==> config.mk <==
export PLATFORM = sky130hd
export DESIGN_NAME = mbf_sum
export DESIGN_NICKNAME = d
export VERILOG_FILES = /design/src/sv/mbf_pkg.sv /design/src/sv/mbf_sum.sv
export SDC_FILE = /design/constraint.sdc
export NUM_CORES = 1
export LEC_CHECK = 0
export BUFFER_PORTS_ARGS = -buffer_cell sky130_fd_sc_hd__buf_4
export CAP_MARGIN = 40
export CORE_MARGIN = 3
export CORE_UTILIZATION = 40
export CTS_BUF_LIST = sky130_fd_sc_hd__clkbuf_2 sky130_fd_sc_hd__clkbuf_4 sky130_fd_sc_hd__clkbuf_8
export DETAILED_ROUTE_END_ITERATION = 12
export PLACE_DENSITY = 0.69
export SLEW_MARGIN = 20
export SYNTH_ARGS = -nofsm -noshare
export SYNTH_HDL_FRONTEND = slang
export SYNTH_SLANG_ARGS = --single-unit
==> constraint.sdc <==
create_clock -name aclk -period 8.05 [get_ports aclk]
set_input_delay 0.4025 -clock aclk [delete_from_list [all_inputs] [get_ports aclk]]
set_output_delay 0.4025 -clock aclk [all_outputs]
set_load 0.02 [all_outputs]
==> src/sv/mbf_pkg.sv <==
// Shared constants, types and derived widths for the metaball field evaluator.
package mbf_pkg;

    localparam int MAX_BALLS       = 16;
    localparam int CELL_COORD_BITS = 9;

    localparam int FRAC_POS   = 6;
    localparam int BALL_POS_W = 16;
    localparam int SCALE_W    = 8;
    localparam int SLOT_W     = 4;
    localparam int ACT_W      = 5;
    localparam int THRESH_W   = 24;
    localparam int TERM_W     = 24;
    localparam logic [TERM_W-1:0] SUM_MAX = '1;
    localparam logic [THRESH_W-1:0] THRESH_RESET = THRESH_W'(65536);

    localparam int SQRT_SHIFT     = 20;
    localparam int DIVIDEND_SHIFT = 32;

    localparam int POS_W  = (CELL_COORD_BITS + FRAC_POS > BALL_POS_W) ?
                            CELL_COORD_BITS + FRAC_POS : BALL_POS_W;
    localparam int D2_W   = 2 * POS_W + 1;
    localparam int ROOT_W = (D2_W + SQRT_SHIFT + 1) / 2;
    localparam int RAD_W  = 2 * ROOT_W;

    localparam int TREE_LVLS = (MAX_BALLS > 1) ? $clog2(MAX_BALLS) : 1;
    localparam int LEAVES    = 1 << TREE_LVLS;
    localparam int SUM_W     = TERM_W + TREE_LVLS;

    // lane: diff, square, add, sqrt stages, divide setup, divide stages
    localparam int LANE_LAT = 3 + ROOT_W + 1 + TERM_W;
    localparam int PIPE_LAT = LANE_LAT + TREE_LVLS;

    localparam int IN_FIELDS_W = SLOT_W + 2 * BALL_POS_W + SCALE_W + 2 * CELL_COORD_BITS;
    localparam int IN_DATA_W   = ((IN_FIELDS_W + 7) / 8) * 8;
    localparam int OUT_DATA_W  = TERM_W;
    localparam int OUT_USER_W  = 2;
    localparam int CFG_ADDR_W  = 1;
    localparam int CFG_DATA_W  = THRESH_W;

    typedef enum logic [0:0] {
        FUNC_LOAD = 1'b0,
        FUNC_EVAL = 1'b1
    } func_t;

    typedef enum logic [CFG_ADDR_W-1:0] {
        REG_ACTIVE_BALLS  = 1'b0,
        REG_INSIDE_THRESH = 1'b1
    } cfg_reg_t;

    typedef struct packed {
        logic [BALL_POS_W-1:0] x;
        logic [BALL_POS_W-1:0] y;
        logic [SCALE_W-1:0]    scale;
    } ball_t;

    typedef struct packed {
        logic              sat;
        logic [TERM_W-1:0] term;
    } lane_res_t;

endpackage

==> src/sv/mbf_sum.sv <==
// Registered adder tree over the lane terms, with the saturation flags or-ed along.
module mbf_sum (
    input  logic                        aclk,
    input  logic                        adv,
    input  mbf_pkg::lane_res_t          lanes [mbf_pkg::MAX_BALLS],
    output logic [mbf_pkg::SUM_W-1:0]   tot_sum,
    output logic                        tot_sat
);
    import mbf_pkg::*;

    logic [SUM_W-1:0] leaf_sum [LEAVES];
    logic             leaf_sat [LEAVES];
    logic [SUM_W-1:0] node_sum_reg [LEAVES-1];
    logic             node_sat_reg [LEAVES-1];

    for (genvar i = 0; i < LEAVES; i++) begin : g_leaf
        if (i < MAX_BALLS) begin : g_used
            assign leaf_sum[i] = SUM_W'(lanes[i].term);
            assign leaf_sat[i] = lanes[i].sat;
        end else begin : g_pad
            assign leaf_sum[i] = '0;
            assign leaf_sat[i] = 1'b0;
        end
    end

    // heap order: node n has children 2n+1 and 2n+2, leaves follow the last node
    for (genvar n = 0; n < LEAVES - 1; n++) begin : g_node
        localparam int C0 = 2 * n + 1;
        localparam int C1 = 2 * n + 2;
        logic [SUM_W-1:0] a_sum, b_sum;
        logic             a_sat, b_sat;

        if (C0 >= LEAVES - 1) begin : g_from_leaf
            assign a_sum = leaf_sum[C0 - (LEAVES - 1)];
            assign a_sat = leaf_sat[C0 - (LEAVES - 1)];
            assign b_sum = leaf_sum[C1 - (LEAVES - 1)];
            assign b_sat = leaf_sat[C1 - (LEAVES - 1)];
        end else begin : g_from_node
            assign a_sum = node_sum_reg[C0];
            assign a_sat = node_sat_reg[C0];
            assign b_sum = node_sum_reg[C1];
            assign b_sat = node_sat_reg[C1];
        end

        always_ff @(posedge aclk) begin
            if (adv) begin
                node_sum_reg[n] <= a_sum + b_sum;
                node_sat_reg[n] <= a_sat || b_sat;
            end
        end
    end

    assign tot_sum = node_sum_reg[0];
    assign tot_sat = node_sat_reg[0];

endmodule

**Word level (Yosys, flattened, before mapping)**

Memories as Yosys holds them, arrays and structs flattened.
Cells that the tools add are included.

- $add $sub $neg: 15
- Muxes and demuxes: 2
- Reductions and logical operators: 15

Operators with widths:

| cell | count |
|---|---|
| 24-bit by 24-bit adder with 25-bit output | 8 |
| 28-bit adder | 7 |
| 1-bit logical OR | 15 |
| 1-bit 2-to-1 mux | 2 |

- Register bits after elaboration: 0
- Memories: 2
- RAM bits: 435

Memories:

| memory | depth | bits a word | read ports | clocked after memory_dff | write ports | RTL line | text |
|---|---|---|---|---|---|---|---|
| node_sum_reg | 15 | 28 | 15 | 0 | 15 | mbf_sum.sv:13 | `logic [SUM_W-1:0] node_sum_reg [LEAVES-1];` |
| node_sat_reg | 15 | 1 | 15 | 0 | 15 | mbf_sum.sv:14 | `logic node_sat_reg [LEAVES-1];` |

**Depth between registers and ports, before layout**

Gate-level depths: netlist of the first run.

- Depth in word-level cells: 2
- Mapped depth: 11

**Worst setup path after synthesis of the first run**

OpenSTA, ideal clock, no wires.

- Path kind: reg-to-reg
- Start: memory node_sum_reg[1][31] (netlist name)
- End: memory node_sum_reg[0][137] (netlist name) (data pin)
- Clock period less this slack: 2.885 ns
- Buffers on the path: 0
- Cell stages (with the launch flop): 10
- Arrival time: 2.631 ns
- Setup slack: 5.165 ns
- Cells stage by stage: edfxtp_1 > ha_1 > and3_4 > a2111oi_4 > a211o_1 > o211ai_2 > a41o_1 > a221o_1 > a311o_1 > a21o_1

RTL lines:

| element | RTL line |
|---|---|
| start: declaration | mbf_sum.sv:13 |

==> qor.csv, run 1 <==
metric,value,unit
status,finished clean,
max incr delay on CP,0.52,ns
Avg Synthesized Cell Area,10.56,um2
startpoint types,flip-flop,
Fill cells,6672,
Worst Reg-to-Reg Cells,9,
Worst Path Arrival,3.48,ns
Overall Power,10380,uW
Pre-Repair DR Iteration Count,5,
Layout Nets,4045,
Syn. warnings,0,
layout cells sized above 1,0.1768,
clock-pin slew reported for the worst setup and hold paths after clock tree synthesis,0.06,ns
initial core utilization,0.4049,
Fmax,320.7,MHz
Post-CTS Setup Repair Bufs,0,
Final Cycle Share,0.3874,
syn nets,3534,
CP Cell Sequence,"ha_1, a21o_1, a21oi_1, o21a_1, o31ai_1, a41oi_1, a211oi_1, o21ai_0, xnor2_1",
Post-synth ARST share,0,
initial antenna violation count,2,
Buffers on Ports,430,
met3 wire length,3155,um
slowest stage cell on the critical path,a211oi_1,
Buf/Inv on CP,0,
critical path capture point type,flip-flop,
Crit path max-delay family,compound AO/OA/AOI/OAI gates,
row cnt,98,
Cells after Synth,2746,
"flops & latches, synth",401,
"Min Clock Period, post-route",3.118,ns
WL final,69460,um
vias,22680,
number of clock sinks,401,
reg2reg setup slack,4.93,ns
maximum vdd drop,0.0001396,V
Synth cell types,70,
RSZ-0062 raised after global routing,false,
Mapped Area,28990,um2
max layer used,met4,
Detail Route met2 WL,33340,um
total core area,71610,um2
headroom to the max-slew limit,0.3846,
"Seq/Total Area, Yosys",0.4153,
routability congestion estimate,0.8951,
Pwr per Cell Area,296.9,nW/um2
routed length per instance,16.31,um
Area growth syn-to-layout,20.57,%
drt first-iter violations,1324,
WP data required,8.41,ns
Largest register FFs,386,
endpoints failing setup,0,
max cap viols,0,
worst skew pair latency,0.63,ns
met1 WL,31450,um
CTS Buffer Depth,3,
io pins,431,
Slew Limit Fails,0,
DIE AREA,75750,um2
actual slew at the worst max-slew pin,0.9231,ns
hold crit path type,in -> reg,
crit path max fanout,5,
Hold Path Origin,lanes[325],
DP Area,33410,um2
Hold Path Cell Cnt,2,
Fin Setup TNS,0,ns
gr ovfl total,0,
Final Hold Vio Count,0,
Routed Antenna Nets,0,
CTS tree,yes,
RR Endpoint,node_sum_reg[0][25],
largest net degree at the start of global routing,151,
cell area after layout,34960,um2
Post-route DRC,0,
ys flop type,edfxtp_1,
routed vias/inst,5.324,
"commonest non-fill, non-tap cell in the layout",buf_4,
DIE HEIGHT,275.2,um
Post-synth EDFFs,401,
Worst Setup SP,node_sum_reg[0][29],
Max Clock Skew,0.03094,ns
Hold Crit Endpoint,node_sum_reg[1][0],
die width,275.2,um
dpl hpwl,55760,um
Crit Path Category,reg -> reg,
all-layer global routing usage,0.1772,
TritonCTS Buffers,73,
number of global-route vias before repair,21590,
LEAKAGE,0.01491,uW
most frequent cells in the layout,"buf_4, edfxtp_1, ha_1",
root buffer cell,clkbuf_8,
H-Tree Depth,3,
reg2reg start,node_sum_reg[0][29],
first-pass GRT wire length,108200,um
-- worst max path at each step --
stage | end | slack [ns] | depth (start not counted)
detailed placement | node_sum_reg[1][23] | 4.78 | 10
global placement | node_sum_reg[0][214] | 4.80 | 11
finish | node_sum_reg[0][25] | 4.93 | 9
CTS | node_sum_reg[0][25] | 4.93 | 9
global route | node_sum_reg[0][191] | 4.70 | 9
floorplan | node_sum_reg[0][137] | 5.17 | 9
-- per-stage QoR --
step | std cells | utilization | worst slack [ns] | hold slack (ns)
5_1_grt | 4260 | 0.4882 | 4.696 | 0.03017
2_1_floorplan | 2746 | - | 5.165 | 0.4787
6_report | 4260 | 0.4882 | 4.932 | 0.08137
3_5_place_dp | 4116 | 0.4666 | 4.785 | 0.4841
4_1_cts | 4259 | 0.4881 | 4.930 | 0.003522
3_3_place_gp | 4116 | 0.4666 | 4.799 | 0.4808
-- report_power, final --
part,internal (uW),switching [uW],total [uW]
combinational,2200,2770,4960
clock,1010,843,1850
sequential,3260,307,3570
-- per-layer routing --
metal | vias up | GRT usage
met5 | - | 0
li1 | 11500 | -
met3 | 94 | 0.02460
met2 | 511 | 0.2982
met4 | 0 | 0.05378
met1 | 10580 | 0.2374
-- cell families after synthesis --
| family | after synthesis | share of synthesized area |
|---|---|---|
| xor+xnor | 307 | 0.09274 |
| mux | 1 | 0.0003452 |
| compound gates | 887 | 0.1987 |
| simple gates | 648 | 0.1074 |
| buf+inv | 116 | 0.01502 |
| flops | 401 | 0.4153 |
| fa+ha+maj | 386 | 0.1705 |
-- layout make-up --
cell class	count	area, um2	share of cell area
sequential	401	12040	0.3445
multi-input combinational	2229	16520	0.4725
clock inverter	36	229.0	0.006550
clock buffer	91	1152	0.03296
inverter	104	390.4	0.01117
antenna	1	2.502	0.00007158
timing repair buffer	448	3436	0.09829
tap	950	1189	0.03400
-- timing repair --
action | 4_1_cts | 5_1_grt
resized for setup | 0 | 0
hold buffers | 16 | 0
endpoints found under the hold margin | 8 | 0
-- Yosys cell counts (all sizes together), types with 8 or more instances --
master  number  area, um2
xor2        90      788.3
a41o         9      90.09
o211ai      26      200.2
nor3        52      260.3
a21boi       9      67.56
o21ai      148      740.7
o221ai       8      70.07
edfxtp     401      12040
o21bai      46      345.3
o31a        10      87.58
ha         371       4642
a41oi        9      78.83
a21oi      275       1376
fa          15      300.3
o21a        44      330.3
a211oi      31      232.7
xnor2      217       1901
a31oi       30      187.7
or3         14      87.58
nand4       22      137.6
inv        104      390.4
o31ai       22      165.2
nor2b       19      118.9
o22ai       11      68.82
and3        29      187.7
nor2       182      683.2
nand3       67      335.3
nand2b      46      287.8
clkbuf      11      41.29
or2         28      175.2
o311ai       9      78.83
and2        12      75.07
a211o       10      87.58
a21o       133      998.5
nand2      151      566.8
Note: power is estimated with default switching activity, not from simulation.
==> inputs of run 2 (changes only) <==
Settings changed: PLACE_DENSITY 0.69 to 0.72.
Clock period 8.05 ns to 2.7 ns, I/O delays scaled along.
==> run 2 against run 1 <==
  * The flow now finishes with violations (setup timing)
  * First-iteration DRC count increased by 1.1%
  * Final cell count rose by 11%
  * Routed wire length is 12% higher
  * Die area stayed put
  * Maximum frequency rose by 7.9%
  * Via count grew 10%
  * Final area up 14%
  * Count of clock-buffer cells in the layout rose by 12
==> qor.csv, run 2 (synthesis results as in run 1) <==
metric,value,unit,change
cell area after layout,39810,um2,+14%
die width,275.2,um,unchanged
CTS Buffer Depth,3,,unchanged
number of clock sinks,401,,unchanged
Pwr per Cell Area,852.0,nW/um2,+190%
critical path capture point type,flip-flop,,
Final Hold Vio Count,0,,unchanged
placed cells,4299,,+4.4%
headroom to the max-slew limit,0.5496,,+0.1650
cell count along the critical path,9,,unchanged
DIE HEIGHT,275.2,um,unchanged
routed vias/inst,5.281,,-0.81%
crit path max fanout,3,,-2
hold_ws,0.06603,ns,-0.01535 ns
drt first-iter violations,1338,,+1.1%
number of global-route vias before repair,24680,,+14%
Buffers on Ports,430,,unchanged
Worst Path Arrival,3.25,ns,-0.23 ns
vias,24950,,+10%
DIE AREA,75750,um2,unchanged
first-pass GRT wire length,121300,um,+12%
"Min Clock Period, post-route",2.890,ns,-0.2278 ns
most frequent CP cell,a21o_1,,
CP Cell Sequence,"ha_1, a21o_1, a2111oi_4, a211o_1, o211ai_2, a41o_1, a221o_1, a311o_1, a21o_1",,
root buffer cell,clkbuf_8,,
Worst Setup SP,node_sum_reg[1][57],,
hold crit path type,in -> reg,,
maximum vdd drop,0.0004980,V,+260%
max incr delay on CP,0.40,ns,-0.12 ns
TritonCTS Buffers,71,,-2.7%
Slew Limit Fails,0,,unchanged
startpoint types,flip-flop,,
status,finished with violations,,
H-Tree Depth,3,,unchanged
initial antenna violation count,1,,-1
Crit path max-delay family,compound AO/OA/AOI/OAI gates,,
RSZ-0062 raised after global routing,true,,
Worst Reg-to-Reg Cells,9,,unchanged
Max Clock Skew,0.03641,ns,+0.005464 ns
Largest register FFs,386,,unchanged
Final Cycle Share,1.071,,+0.6832
WL final,77770,um,+12%
dpl hpwl,57500,um,+3.1%
Buf/Inv on CP,0,,unchanged
LEAKAGE,0.01716,uW,+15%
routability congestion estimate,0.9181,,+2.6%
clock-pin slew reported for the worst setup and hold paths after clock tree synthesis,0.06,ns,about the same
CTS tree,yes,,
Pre-Repair DR Iteration Count,5,,unchanged
worst skew pair latency,0.63,ns,about the same
largest net degree at the start of global routing,108,,-28%
row cnt,98,,unchanged
Layout Nets,4510,,+11%
Post-route DRC,0,,unchanged
gr ovfl total,0,,unchanged
most frequent cells in the layout,"buf_4, edfxtp_1, ha_1",,
total core area,71610,um2,unchanged
Final WS setup,-0.1904,ns,-5.122 ns
reg2reg start,node_sum_reg[1][57],,
max cap viols,0,,unchanged
endpoints failing setup,2,,+2
layout cells sized above 1,0.2343,,+0.05751
violated checks,setup timing,,
Crit Path Category,reg -> reg,,
Fmax,346.0,MHz,+7.9%
DP Area,34850,um2,+4.3%
WP data required,3.05,ns,-5.36 ns
Final Non-Filler Cells,4725,,+11%
Area growth syn-to-layout,37.32,%,
routed length per instance,16.46,um,+0.94%
final core occ,0.5560,,+0.06781
initial core utilization,0.4049,,unchanged
Routed Antenna Nets,0,,unchanged
slowest stage cell on the critical path,a2111oi_4,,
all-layer global routing usage,0.1973,,+0.02014
Hold Path Origin,lanes[396],,
actual slew at the worst max-slew pin,0.6672,ns,-0.2559 ns
io pins,431,,unchanged
Hold Path Cell Cnt,3,,+1
"commonest non-fill, non-tap cell in the layout",buf_4,,
==> run 2: layer usage <==
metal / track usage / routed length [um] / vias up / share of wire
met5: 0 / 0 / - / 0
met4: 0.07365 / 2283 / 0 / 0.029
met3: 0.03425 / 4071 / 165 / 0.052
met2: 0.3401 / 38650 / 664 / 0.50
met1: 0.2477 / 32770 / 11690 / 0.42
li1: - / - / 12440 / -
==> run 2: path summary, 6_finish.rpt <==
kind / endpoint / slack, ns
worst min-delay path: node_sum_reg[0][217] / 0.07
worst max register to register: node_sum_reg[0][137] / -0.19
worst max-delay path: node_sum_reg[0][137] / -0.19
worst min register to register: node_sat_reg[0][1] / 0.50
==> run 2: cell type report <==
cell class / count / area, um2
antenna: 2 / 5.005
tap: 950 / 1189
timing repair buffer: 915 / 7657
clock inverter: 21 / 205.2
clock buffer: 103 / 1236
fill: 6049 / 31800
multi-input combinational: 2229 / 17090
inverter: 104 / 390.4
sequential: 401 / 12040
==> run 2: per-stage QoR <==
stage	TNS, ns	power [uW]	worst slack [ns]
floorplan	-0.09671	21290	-0.09671
global placement	-1.118	26570	-0.1950
detailed placement	-2.648	26820	-0.2370
CTS	-0.2250	33470	-0.1837
global route	-1.038	36570	-0.3459
finish	-0.3080	33920	-0.1904
==> run 2: power breakdown <==
group	internal, uW	switching [uW]
Combinational	8360	9170
Sequential	9710	904
Clock	3320	2460
==> run 2: tightest hold or removal path, cell delays in order <==
cell	delay (ns)
buf_4	0.08
ha_1	0.20
xnor2_1	0.15
==> run 2: what timing repair did <==
item	4_1_cts	5_1_grt
setup endpoints to repair	29	84
pin swaps	19	52
hold buffers	284	0
endpoints found under the hold margin	176	0
gates resized for setup	32	92
buffers inserted	6	13
